[src/hdl/pps_pkg.sv]
// shared constants, codes and helpers for the preemptive priority scheduler
`timescale 1ns / 1ps
`default_nettype none

package pps_pkg;

    // default table depth
    localparam int MAX_PROCESSES_DEF = 16;

    // field widths
    localparam int TIME_W  = 24;
    localparam int ARR_W   = 16;
    localparam int BURST_W = 16;
    localparam int PRIO_W  = 8;
    localparam int SLOT_OUT_W = 4;

    // signed width of the raw time differences before clamping
    localparam int DIFF_W = TIME_W + 2;

    // request kinds
    localparam logic KIND_LOAD = 1'b0;
    localparam logic KIND_TICK = 1'b1;

    // largest time value
    localparam logic [TIME_W-1:0] TIME_MAX = {TIME_W{1'b1}};

    // clamp a signed difference to 0 .. TIME_MAX
    function automatic logic [TIME_W-1:0] clamp_time(input logic [DIFF_W-1:0] v);
        logic [TIME_W-1:0] r;
        if (v[DIFF_W-1])
            r = '0;
        else if (v[DIFF_W-2])
            r = TIME_MAX;
        else
            r = v[TIME_W-1:0];
        return r;
    endfunction

endpackage

`default_nettype wire

[src/hdl/preemptive_priority_scheduler.sv]
// preemptive priority scheduler: process table, tick sequencer and selection scan
//
// channel   direction  handshake              payload
// request   in         req_valid / req_stall  kind, arrival_time, burst_time, priority_level
// result    out        rsp_valid / rsp_stall  tick_time, running_slot, did_run, finished,
//                                             wait_time, turnaround_time, next_slot
//
// a load request does not raise req_stall and never produces a result.
// a tick request holds req_stall through a read of the current slot, an update
// step, a scan of one table entry per cycle through the single table read port
// plus one drain step, and a step to post the result.
// rst_n is asynchronous and clears control state; the tables are undefined until loaded.
// a result waits in the output register while rsp_stall is high; a following
// tick finishes its scan and then holds until that register is free.
`timescale 1ns / 1ps
`default_nettype none

module preemptive_priority_scheduler
    import pps_pkg::*;
#(
    parameter int MAX_PROCESSES = MAX_PROCESSES_DEF
)
(
    input  wire logic                  clk,
    input  wire logic                  rst_n,

    input  wire logic                  req_valid,
    output      logic                  req_stall,
    input  wire logic                  kind,
    input  wire logic [ARR_W-1:0]      arrival_time,
    input  wire logic [BURST_W-1:0]    burst_time,
    input  wire logic [PRIO_W-1:0]     priority_level,

    output      logic                  rsp_valid,
    input  wire logic                  rsp_stall,
    output      logic [TIME_W-1:0]     tick_time,
    output      logic [SLOT_OUT_W-1:0] running_slot,
    output      logic                  did_run,
    output      logic                  finished,
    output      logic [TIME_W-1:0]     wait_time,
    output      logic [TIME_W-1:0]     turnaround_time,
    output      logic [SLOT_OUT_W-1:0] next_slot
);

    localparam int SLOT_W = $clog2(MAX_PROCESSES);
    localparam int CNT_W  = $clog2(MAX_PROCESSES + 1);

    typedef enum logic [2:0] {
        ST_IDLE,
        ST_CUR_RD,
        ST_UPD,
        ST_SCAN,
        ST_FINISH
    } state_t;

    // process tables
    logic [ARR_W-1:0]   arr_mem   [MAX_PROCESSES];
    logic [BURST_W-1:0] burst_mem [MAX_PROCESSES];
    logic [BURST_W-1:0] rem_mem   [MAX_PROCESSES];
    logic [PRIO_W-1:0]  prio_mem  [MAX_PROCESSES];

    logic [ARR_W-1:0]   rd_arr;
    logic [BURST_W-1:0] rd_burst;
    logic [BURST_W-1:0] rd_rem;
    logic [PRIO_W-1:0]  rd_prio;

    // control and result registers
    state_t                  state_reg, state_next;
    logic [CNT_W-1:0]        count_reg, count_next;
    logic [SLOT_W-1:0]       cur_reg, cur_next;
    logic [ARR_W-1:0]        cur_arr_reg, cur_arr_next;
    logic [TIME_W-1:0]       time_now_reg, time_now_next;
    logic                    ticked_reg, ticked_next;
    logic [MAX_PROCESSES-1:0] done_reg, done_next;
    logic [TIME_W:0]         t1_reg, t1_next;
    logic                    run_reg, run_next;
    logic                    fin_reg, fin_next;
    logic [DIFF_W-1:0]       ta_raw_reg, ta_raw_next;
    logic [BURST_W-1:0]      burst_reg, burst_next;
    logic [CNT_W-1:0]        issue_reg, issue_next;
    logic                    eval_valid_reg, eval_valid_next;
    logic [SLOT_W-1:0]       eval_idx_reg, eval_idx_next;
    logic                    found_reg, found_next;
    logic [SLOT_W-1:0]       best_reg, best_next;
    logic [PRIO_W-1:0]       best_prio_reg, best_prio_next;
    logic [ARR_W-1:0]        best_arr_reg, best_arr_next;

    logic                    rsp_valid_reg, rsp_valid_next;
    logic [TIME_W-1:0]       tick_time_reg, tick_time_next;
    logic [SLOT_OUT_W-1:0]   running_slot_reg, running_slot_next;
    logic                    did_run_reg, did_run_next;
    logic                    finished_reg, finished_next;
    logic [TIME_W-1:0]       wait_time_reg, wait_time_next;
    logic [TIME_W-1:0]       turnaround_reg, turnaround_next;
    logic [SLOT_OUT_W-1:0]   next_slot_reg, next_slot_next;

    // table port controls
    logic                    tbl_we;
    logic [SLOT_W-1:0]       tbl_waddr;
    logic                    rem_we;
    logic [SLOT_W-1:0]       rem_waddr;
    logic [BURST_W-1:0]      rem_wdata;
    logic [SLOT_W-1:0]       rd_addr;

    // datapath terms
    logic                    accept;
    logic                    cur_loaded;
    logic                    run_now;
    logic [BURST_W-1:0]      rem_new;
    logic                    cand;
    logic                    better;
    logic [DIFF_W-1:0]       wt_raw;
    logic                    out_free;

    assign req_stall       = (state_reg != ST_IDLE);
    assign accept          = req_valid && !req_stall;
    assign rsp_valid       = rsp_valid_reg;
    assign tick_time       = tick_time_reg;
    assign running_slot    = running_slot_reg;
    assign did_run         = did_run_reg;
    assign finished        = finished_reg;
    assign wait_time       = wait_time_reg;
    assign turnaround_time = turnaround_reg;
    assign next_slot       = next_slot_reg;

    // current slot update terms
    assign cur_loaded = (CNT_W'(cur_reg) < count_reg);
    assign run_now    = cur_loaded && (rd_rem != '0)
                        && ({{(TIME_W-ARR_W){1'b0}}, rd_arr} <= time_now_reg);
    assign rem_new    = rd_rem - BURST_W'(run_now);

    // selection scan compare
    assign cand   = eval_valid_reg && !done_reg[eval_idx_reg]
                    && ({{(TIME_W+1-ARR_W){1'b0}}, rd_arr} <= t1_reg);
    assign better = !found_reg || (rd_prio < best_prio_reg)
                    || ((rd_prio == best_prio_reg) && (rd_arr < best_arr_reg));

    // waiting time from turnaround and burst
    assign wt_raw   = ta_raw_reg - {{(DIFF_W-BURST_W){1'b0}}, burst_reg};
    assign out_free = !rsp_valid_reg || !rsp_stall;

    // table read address
    always_comb
    begin
        if (state_reg == ST_SCAN)
            rd_addr = issue_reg[SLOT_W-1:0];
        else
            rd_addr = cur_reg;
    end

    // sequencer next state
    always_comb
    begin
        state_next        = state_reg;
        count_next        = count_reg;
        cur_next          = cur_reg;
        cur_arr_next      = cur_arr_reg;
        time_now_next     = time_now_reg;
        ticked_next       = ticked_reg;
        done_next         = done_reg;
        t1_next           = t1_reg;
        run_next          = run_reg;
        fin_next          = fin_reg;
        ta_raw_next       = ta_raw_reg;
        burst_next        = burst_reg;
        issue_next        = issue_reg;
        eval_valid_next   = 1'b0;
        eval_idx_next     = eval_idx_reg;
        found_next        = found_reg;
        best_next         = best_reg;
        best_prio_next    = best_prio_reg;
        best_arr_next     = best_arr_reg;
        rsp_valid_next    = rsp_valid_reg && rsp_stall;
        tick_time_next    = tick_time_reg;
        running_slot_next = running_slot_reg;
        did_run_next      = did_run_reg;
        finished_next     = finished_reg;
        wait_time_next    = wait_time_reg;
        turnaround_next   = turnaround_reg;
        next_slot_next    = next_slot_reg;
        tbl_we            = 1'b0;
        tbl_waddr         = count_reg[SLOT_W-1:0];
        rem_we            = 1'b0;
        rem_waddr         = count_reg[SLOT_W-1:0];
        rem_wdata         = burst_time;

        case (state_reg)
            ST_IDLE:
            begin
                if (accept)
                begin
                    if (kind == KIND_TICK)
                    begin
                        ticked_next = 1'b1;
                        state_next  = ST_CUR_RD;
                    end
                    else if (count_reg < CNT_W'(MAX_PROCESSES))
                    begin
                        // store the request in the next free slot
                        tbl_we     = 1'b1;
                        rem_we     = 1'b1;
                        done_next[count_reg[SLOT_W-1:0]] = 1'b0;
                        count_next = count_reg + CNT_W'(1);
                        // before the first tick, track the earliest arrival
                        if (!ticked_reg && ((count_reg == '0) || (arrival_time < cur_arr_reg)))
                        begin
                            cur_next     = count_reg[SLOT_W-1:0];
                            cur_arr_next = arrival_time;
                        end
                    end
                end
            end

            ST_CUR_RD:
            begin
                state_next = ST_UPD;
            end

            ST_UPD:
            begin
                // run the current slot one unit and check completion
                run_next    = run_now;
                fin_next    = cur_loaded && (rem_new == '0) && !done_reg[cur_reg];
                rem_we      = run_now;
                rem_waddr   = cur_reg;
                rem_wdata   = rem_new;
                if (cur_loaded && (rem_new == '0))
                    done_next[cur_reg] = 1'b1;
                t1_next     = {1'b0, time_now_reg} + (TIME_W+1)'(1);
                ta_raw_next = {{(DIFF_W-TIME_W){1'b0}}, time_now_reg} + DIFF_W'(1)
                              - {{(DIFF_W-ARR_W){1'b0}}, rd_arr};
                burst_next  = rd_burst;
                issue_next  = '0;
                found_next  = 1'b0;
                best_next   = cur_reg;
                state_next  = ST_SCAN;
            end

            ST_SCAN:
            begin
                // issue one table read per cycle
                if (issue_reg < count_reg)
                begin
                    eval_valid_next = 1'b1;
                    eval_idx_next   = issue_reg[SLOT_W-1:0];
                    issue_next      = issue_reg + CNT_W'(1);
                end
                else
                begin
                    state_next = ST_FINISH;
                end
                // compare the entry read last cycle
                if (cand && better)
                begin
                    found_next     = 1'b1;
                    best_next      = eval_idx_reg;
                    best_prio_next = rd_prio;
                    best_arr_next  = rd_arr;
                end
            end

            ST_FINISH:
            begin
                if (out_free)
                begin
                    rsp_valid_next    = 1'b1;
                    tick_time_next    = time_now_reg;
                    running_slot_next = SLOT_OUT_W'(cur_reg);
                    did_run_next      = run_reg;
                    finished_next     = fin_reg;
                    wait_time_next    = fin_reg ? clamp_time(wt_raw) : '0;
                    turnaround_next   = fin_reg ? clamp_time(ta_raw_reg) : '0;
                    next_slot_next    = SLOT_OUT_W'(best_reg);
                    cur_next          = best_reg;
                    if (time_now_reg != TIME_MAX)
                        time_now_next = time_now_reg + TIME_W'(1);
                    state_next        = ST_IDLE;
                end
            end

            default:
            begin
                state_next = ST_IDLE;
            end
        endcase
    end

    // state and registered outputs
    always_ff @(posedge clk or negedge rst_n)
    begin
        if (!rst_n)
        begin
            state_reg        <= ST_IDLE;
            count_reg        <= '0;
            cur_reg          <= '0;
            cur_arr_reg      <= '0;
            time_now_reg     <= '0;
            ticked_reg       <= 1'b0;
            done_reg         <= '0;
            t1_reg           <= '0;
            run_reg          <= 1'b0;
            fin_reg          <= 1'b0;
            ta_raw_reg       <= '0;
            burst_reg        <= '0;
            issue_reg        <= '0;
            eval_valid_reg   <= 1'b0;
            eval_idx_reg     <= '0;
            found_reg        <= 1'b0;
            best_reg         <= '0;
            best_prio_reg    <= '0;
            best_arr_reg     <= '0;
            rsp_valid_reg    <= 1'b0;
            tick_time_reg    <= '0;
            running_slot_reg <= '0;
            did_run_reg      <= 1'b0;
            finished_reg     <= 1'b0;
            wait_time_reg    <= '0;
            turnaround_reg   <= '0;
            next_slot_reg    <= '0;
        end
        else
        begin
            state_reg        <= state_next;
            count_reg        <= count_next;
            cur_reg          <= cur_next;
            cur_arr_reg      <= cur_arr_next;
            time_now_reg     <= time_now_next;
            ticked_reg       <= ticked_next;
            done_reg         <= done_next;
            t1_reg           <= t1_next;
            run_reg          <= run_next;
            fin_reg          <= fin_next;
            ta_raw_reg       <= ta_raw_next;
            burst_reg        <= burst_next;
            issue_reg        <= issue_next;
            eval_valid_reg   <= eval_valid_next;
            eval_idx_reg     <= eval_idx_next;
            found_reg        <= found_next;
            best_reg         <= best_next;
            best_prio_reg    <= best_prio_next;
            best_arr_reg     <= best_arr_next;
            rsp_valid_reg    <= rsp_valid_next;
            tick_time_reg    <= tick_time_next;
            running_slot_reg <= running_slot_next;
            did_run_reg      <= did_run_next;
            finished_reg     <= finished_next;
            wait_time_reg    <= wait_time_next;
            turnaround_reg   <= turnaround_next;
            next_slot_reg    <= next_slot_next;
        end
    end

    // process tables: one write port each, one shared read address with registered read data
    always_ff @(posedge clk)
    begin
        if (tbl_we)
        begin
            arr_mem[tbl_waddr]   <= arrival_time;
            burst_mem[tbl_waddr] <= burst_time;
            prio_mem[tbl_waddr]  <= priority_level;
        end
        if (rem_we)
            rem_mem[rem_waddr] <= rem_wdata;
        rd_arr   <= arr_mem[rd_addr];
        rd_burst <= burst_mem[rd_addr];
        rd_rem   <= rem_mem[rd_addr];
        rd_prio  <= prio_mem[rd_addr];
    end

    // table never holds more than its depth
    a_count_bound: assert property (@(posedge clk) disable iff (!rst_n)
        count_reg <= CNT_W'(MAX_PROCESSES))
        else $error("entry count above table depth");

    // a result only appears out of the finish step
    a_rsp_from_finish: assert property (@(posedge clk) disable iff (!rst_n)
        $rose(rsp_valid_reg) |-> $past(state_reg == ST_FINISH))
        else $error("result posted outside finish step");

    // time only advances when a tick completes
    a_time_on_finish: assert property (@(posedge clk) disable iff (!rst_n)
        !$stable(time_now_reg) |-> $past(state_reg == ST_FINISH))
        else $error("time changed outside finish step");

    // a completed slot is marked done for the rest of the tick
    a_fin_marks_done: assert property (@(posedge clk) disable iff (!rst_n)
        (state_reg == ST_SCAN && fin_reg) |-> done_reg[cur_reg])
        else $error("finished slot not marked done");

    // pending compares only live inside the scan
    a_eval_in_scan: assert property (@(posedge clk) disable iff (!rst_n)
        eval_valid_reg |-> (state_reg == ST_SCAN))
        else $error("scan compare outside scan");

endmodule

`default_nettype wire

[config.mk]
export PLATFORM = sky130hd
export DESIGN_NAME = preemptive_priority_scheduler
export DESIGN_NICKNAME = d
export VERILOG_FILES = /design/src/hdl/pps_pkg.sv /design/src/hdl/preemptive_priority_scheduler.sv
export SDC_FILE = /design/constraint.sdc
export NUM_CORES = 2
export LEC_CHECK = 0
export BUFFER_PORTS_ARGS = -buffer_cell sky130_fd_sc_hd__buf_4
export CAP_MARGIN = 40
export CORE_MARGIN = 3
export CORE_UTILIZATION = 30
export CTS_CLUSTER_DIAMETER = 40
export DETAILED_ROUTE_END_ITERATION = 6
export GPL_ROUTABILITY_DRIVEN = 0
export PLACE_DENSITY = 0.43
export RECOVER_POWER = 50
export SLEW_MARGIN = 20
export SYNTH_ARGS = -nofsm -noshare
export SYNTH_HDL_FRONTEND = slang
export SYNTH_SLANG_ARGS = --single-unit
[constraint.sdc]
create_clock -name clk -period 10.4 [get_ports clk]
set_input_delay 2.08 -clock clk [delete_from_list [all_inputs] [get_ports clk]]
set_output_delay 2.08 -clock clk [all_outputs]
set_load 0.03 [all_outputs]
==> run summary <==
Run status: finished, violations left
Violated checks: capacitance limit, slew limit
Storage cell area: 34,500 µm²
Final std cell area, no fill: 61,900 µm²
Number of max-slew violations in the final report: 483
Sequential share of power: 0.347
Worst Path Required: 11,040 ps
Headroom to the max-slew limit: -1.10
Switching component of the power: 5.96 mW
Sum of internal, switching and leakage power: 18.0 mW
Setup WS post-layout: 4170 ps
Net switching share of the total power: 0.331
Ports: 129
Post-CTS Setup Repair Bufs: 0
Leakage power summed over all cells: 22.5 nW
Die boundary height: 419 µm
Async set-or-reset flop fraction in the synthesized netlist: 0.215
Max Fanout on Critical Path: 72
Site row count: 150
Setup crit start kind: flip-flop
Area of the multi-input gates: 15,500 µm²
EDFF count, synth: 896
Core footprint: 168,000 µm²
Average wire per cell in the routed design: 23.8 µm
Layout net count: 3,829
Final Skew: 35.8 ps
Class of the tightest hold or removal check: flip-flop to flip-flop
Number of vias per cell: 4.89
Final Cycle Share: 0.599
Latest clock arrival within the worst-skew pair: 810 ps
Worst-margin pin slew: 3150 ps
Most frequent cell after synthesis: sky130_fd_sc_hd__edfxtp_1
Fillers: 16,000
First-pass detailed-route iteration total: 7
Sink of the worst hold path: burst_reg[9]
Vias: 29,400
Setup violations, final: 0
Most common library cells after synthesis: sky130_fd_sc_hd__edfxtp_1, sky130_fd_sc_hd__nand2_1, sky130_fd_sc_hd__dfrtp_1, sky130_fd_sc_hd__mux4_2, sky130_fd_sc_hd__o21ai_0
Layout cell share with drive strength beyond 1: 0.214
Count of cells along the worst hold path: 2
Global-route wire length before repair: 211 mm
Total global routing track utilization: 0.164
Mean Syn Cell Area: 15.2 µm²
Sequential-to-total area share from yosys stat: 0.676
Final period demand of the worst path: 6230 ps
Die width: 419 µm
Power per standard cell area: 290 nW/µm²
Combinational cell fraction of total power: 0.287
Post-Place Cell Area: 55,400 µm²
Registers with the highest flip-flop counts: arr_mem (256), burst_mem (256), rem_mem (256)
Synthesis-to-layout area growth: 21.2%
Number of buffers added on ports: 128
Clock tree root driver cell: sky130_fd_sc_hd__clkbuf_16
TritonCTS clock tree: done
Unrepaired setup endpoints after global routing: false
Number of nets with antenna violations after routing: 0
Beginning of the critical path: state_reg[2]
CTS resizes: 0
End of the worst register-to-register path: fin_reg
Startpoint of the worst register-to-register path: state_reg[2]
Largest net degree at the start of global routing: 124
Iteration-0 DRC count of the detailed router: 2,227
Via count of the first global-routing pass: 30,300
Fraction of synthesized cell area taken by the top area cell type: 0.527
Gate count after technology mapping: 3,366
Reg2reg setup slack: 4170 ps
# hold bufs at CTS: 0
Max Clk Rate: 0.160 GHz
Number of warning messages in the yosys log: 0
Cell area after technology mapping: 51,100 µm²
Final hold violations: 0
Number of synthesized register bits: 1,212
CTS sink count: 1,212
Post-synth top area cell: sky130_fd_sc_hd__edfxtp_1
Syn_nets: 3,565
Register clock-pin slew on the reported worst setup and hold paths: 50 ps
Gr ovfl total: 0
CP Capture Type: flip-flop
Post-synth cell types: 77
Buffer levels on the longest clock path: 3
Part of the total power dissipated in the clock network: 0.366
CP arrival: 6880 ps
Min Hold Slack: 436 ps
R2r worst-path depth: 5
Setup TNS after final layout: 0 ps
Number of CTS-inserted buffers: 197
Post-synth top flop: sky130_fd_sc_hd__edfxtp_1
Total Wirelength: 143 mm
Top area cells in the synthesized netlist: sky130_fd_sc_hd__edfxtp_1, sky130_fd_sc_hd__dfrtp_1, sky130_fd_sc_hd__mux4_2
H-tree lvl count: 4
Initial antenna violation count: 23
Initial Util: 0.304
DRC: 0
Max-capacitance violation count: 15
Post-place setup slack: 5530 ps
Internal power: 12.0 mW
Die area: 175,000 µm²
Category of the critical setup timing path: flip-flop to flip-flop
Origin of the worst min-delay path: rd_burst[9]
HPWL after detailed placement: 89.1 mm
Largest vdd supply drop: 216 µV
-- per-layer routing --
metal  routed length, µm  vias up  GRT usage
li1                    -    13400          -
met1               67000    15100      0.231
met2               66400      630      0.256
met3                6210      244     0.0308
met4                3530       12     0.0512
met5                  72        -          0
-- logic make-up (layout without fill, tap and decap cells) --
group           count (synthesis)  count (layout)  synth area share
compound gates                530             530            0.0647
xor+xnor                       99              99            0.0170
fa+ha+maj                     154             154            0.0381
buf+inv                       308             743            0.0244
flops                        1212            1212             0.676
mux                           261             261             0.109
other cells                     0               8                 0
simple gates                  802             802            0.0711
-- critical path, cell delays in order, from the launching register on --
cell and delay, ps:
sky130_fd_sc_hd__dfrtp_1 470, sky130_fd_sc_hd__or3b_1 700, sky130_fd_sc_hd__clkbuf_1 2060, sky130_fd_sc_hd__clkbuf_1 2100, sky130_fd_sc_hd__nand2_1 370, sky130_fd_sc_hd__o21ai_0 310
-- metrics by stage --
stage                util  std cells
CTS                 0.370       6003
detailed placement  0.329       5633
global placement    0.326       5604
floorplan               -       3366
global route        0.368       6008
finish              0.368       6013
-- cells in the final DEF (no fill, tap or decap), drive strengths merged, types with 61 or more instances in the layout --
master,Yosys,layout
edfxtp,896,896
ha,151,151
nand2,419,419
mux4,234,234
a31oi,73,73
clkbuf,102,297
and2,61,61
nor2,129,129
inv,144,175
a211oi,66,66
o21ai,213,213
clkinv,3,67
xnor2,75,75
buf,59,163
dfrtp,260,260
-- final cells by class --
class,count,area share
multi-input cells,1846,0.250
flip-flops and latches,1212,0.558
inverters,147,0.00891
repair buffers,226,0.0290
clock buffers,234,0.0847
well taps,2204,0.0445
diodes,8,0.000323
clock inverters,136,0.0245
-- how the worst max path moves through the flow --
stage,slack [ps],depth (start not counted),to
after floorplan,5340,5,arr_mem[12][0]
after global placement,5560,18,done_reg[8]
after detailed placement,5530,18,done_reg[15]
after CTS,5480,18,done_reg[15]
after global routing,3520,5,fin_reg
final,4170,5,fin_reg
-- power groups by stage --
| stage | Clock [mW] | Sequential, mW | Combinational, mW |
|---|---|---|---|
| 2_1_floorplan | 0 | 6.17 | 3.59 |
| 3_3_place_gp | 0 | 6.34 | 5.23 |
| 3_5_place_dp | 0 | 6.34 | 5.28 |
| 4_1_cts | 6.73 | 6.24 | 5.29 |
| 5_1_grt | 6.96 | 6.29 | 5.76 |
| 6_report | 6.57 | 6.24 | 5.16 |
Note: power is estimated with default switching activity, not from simulation.
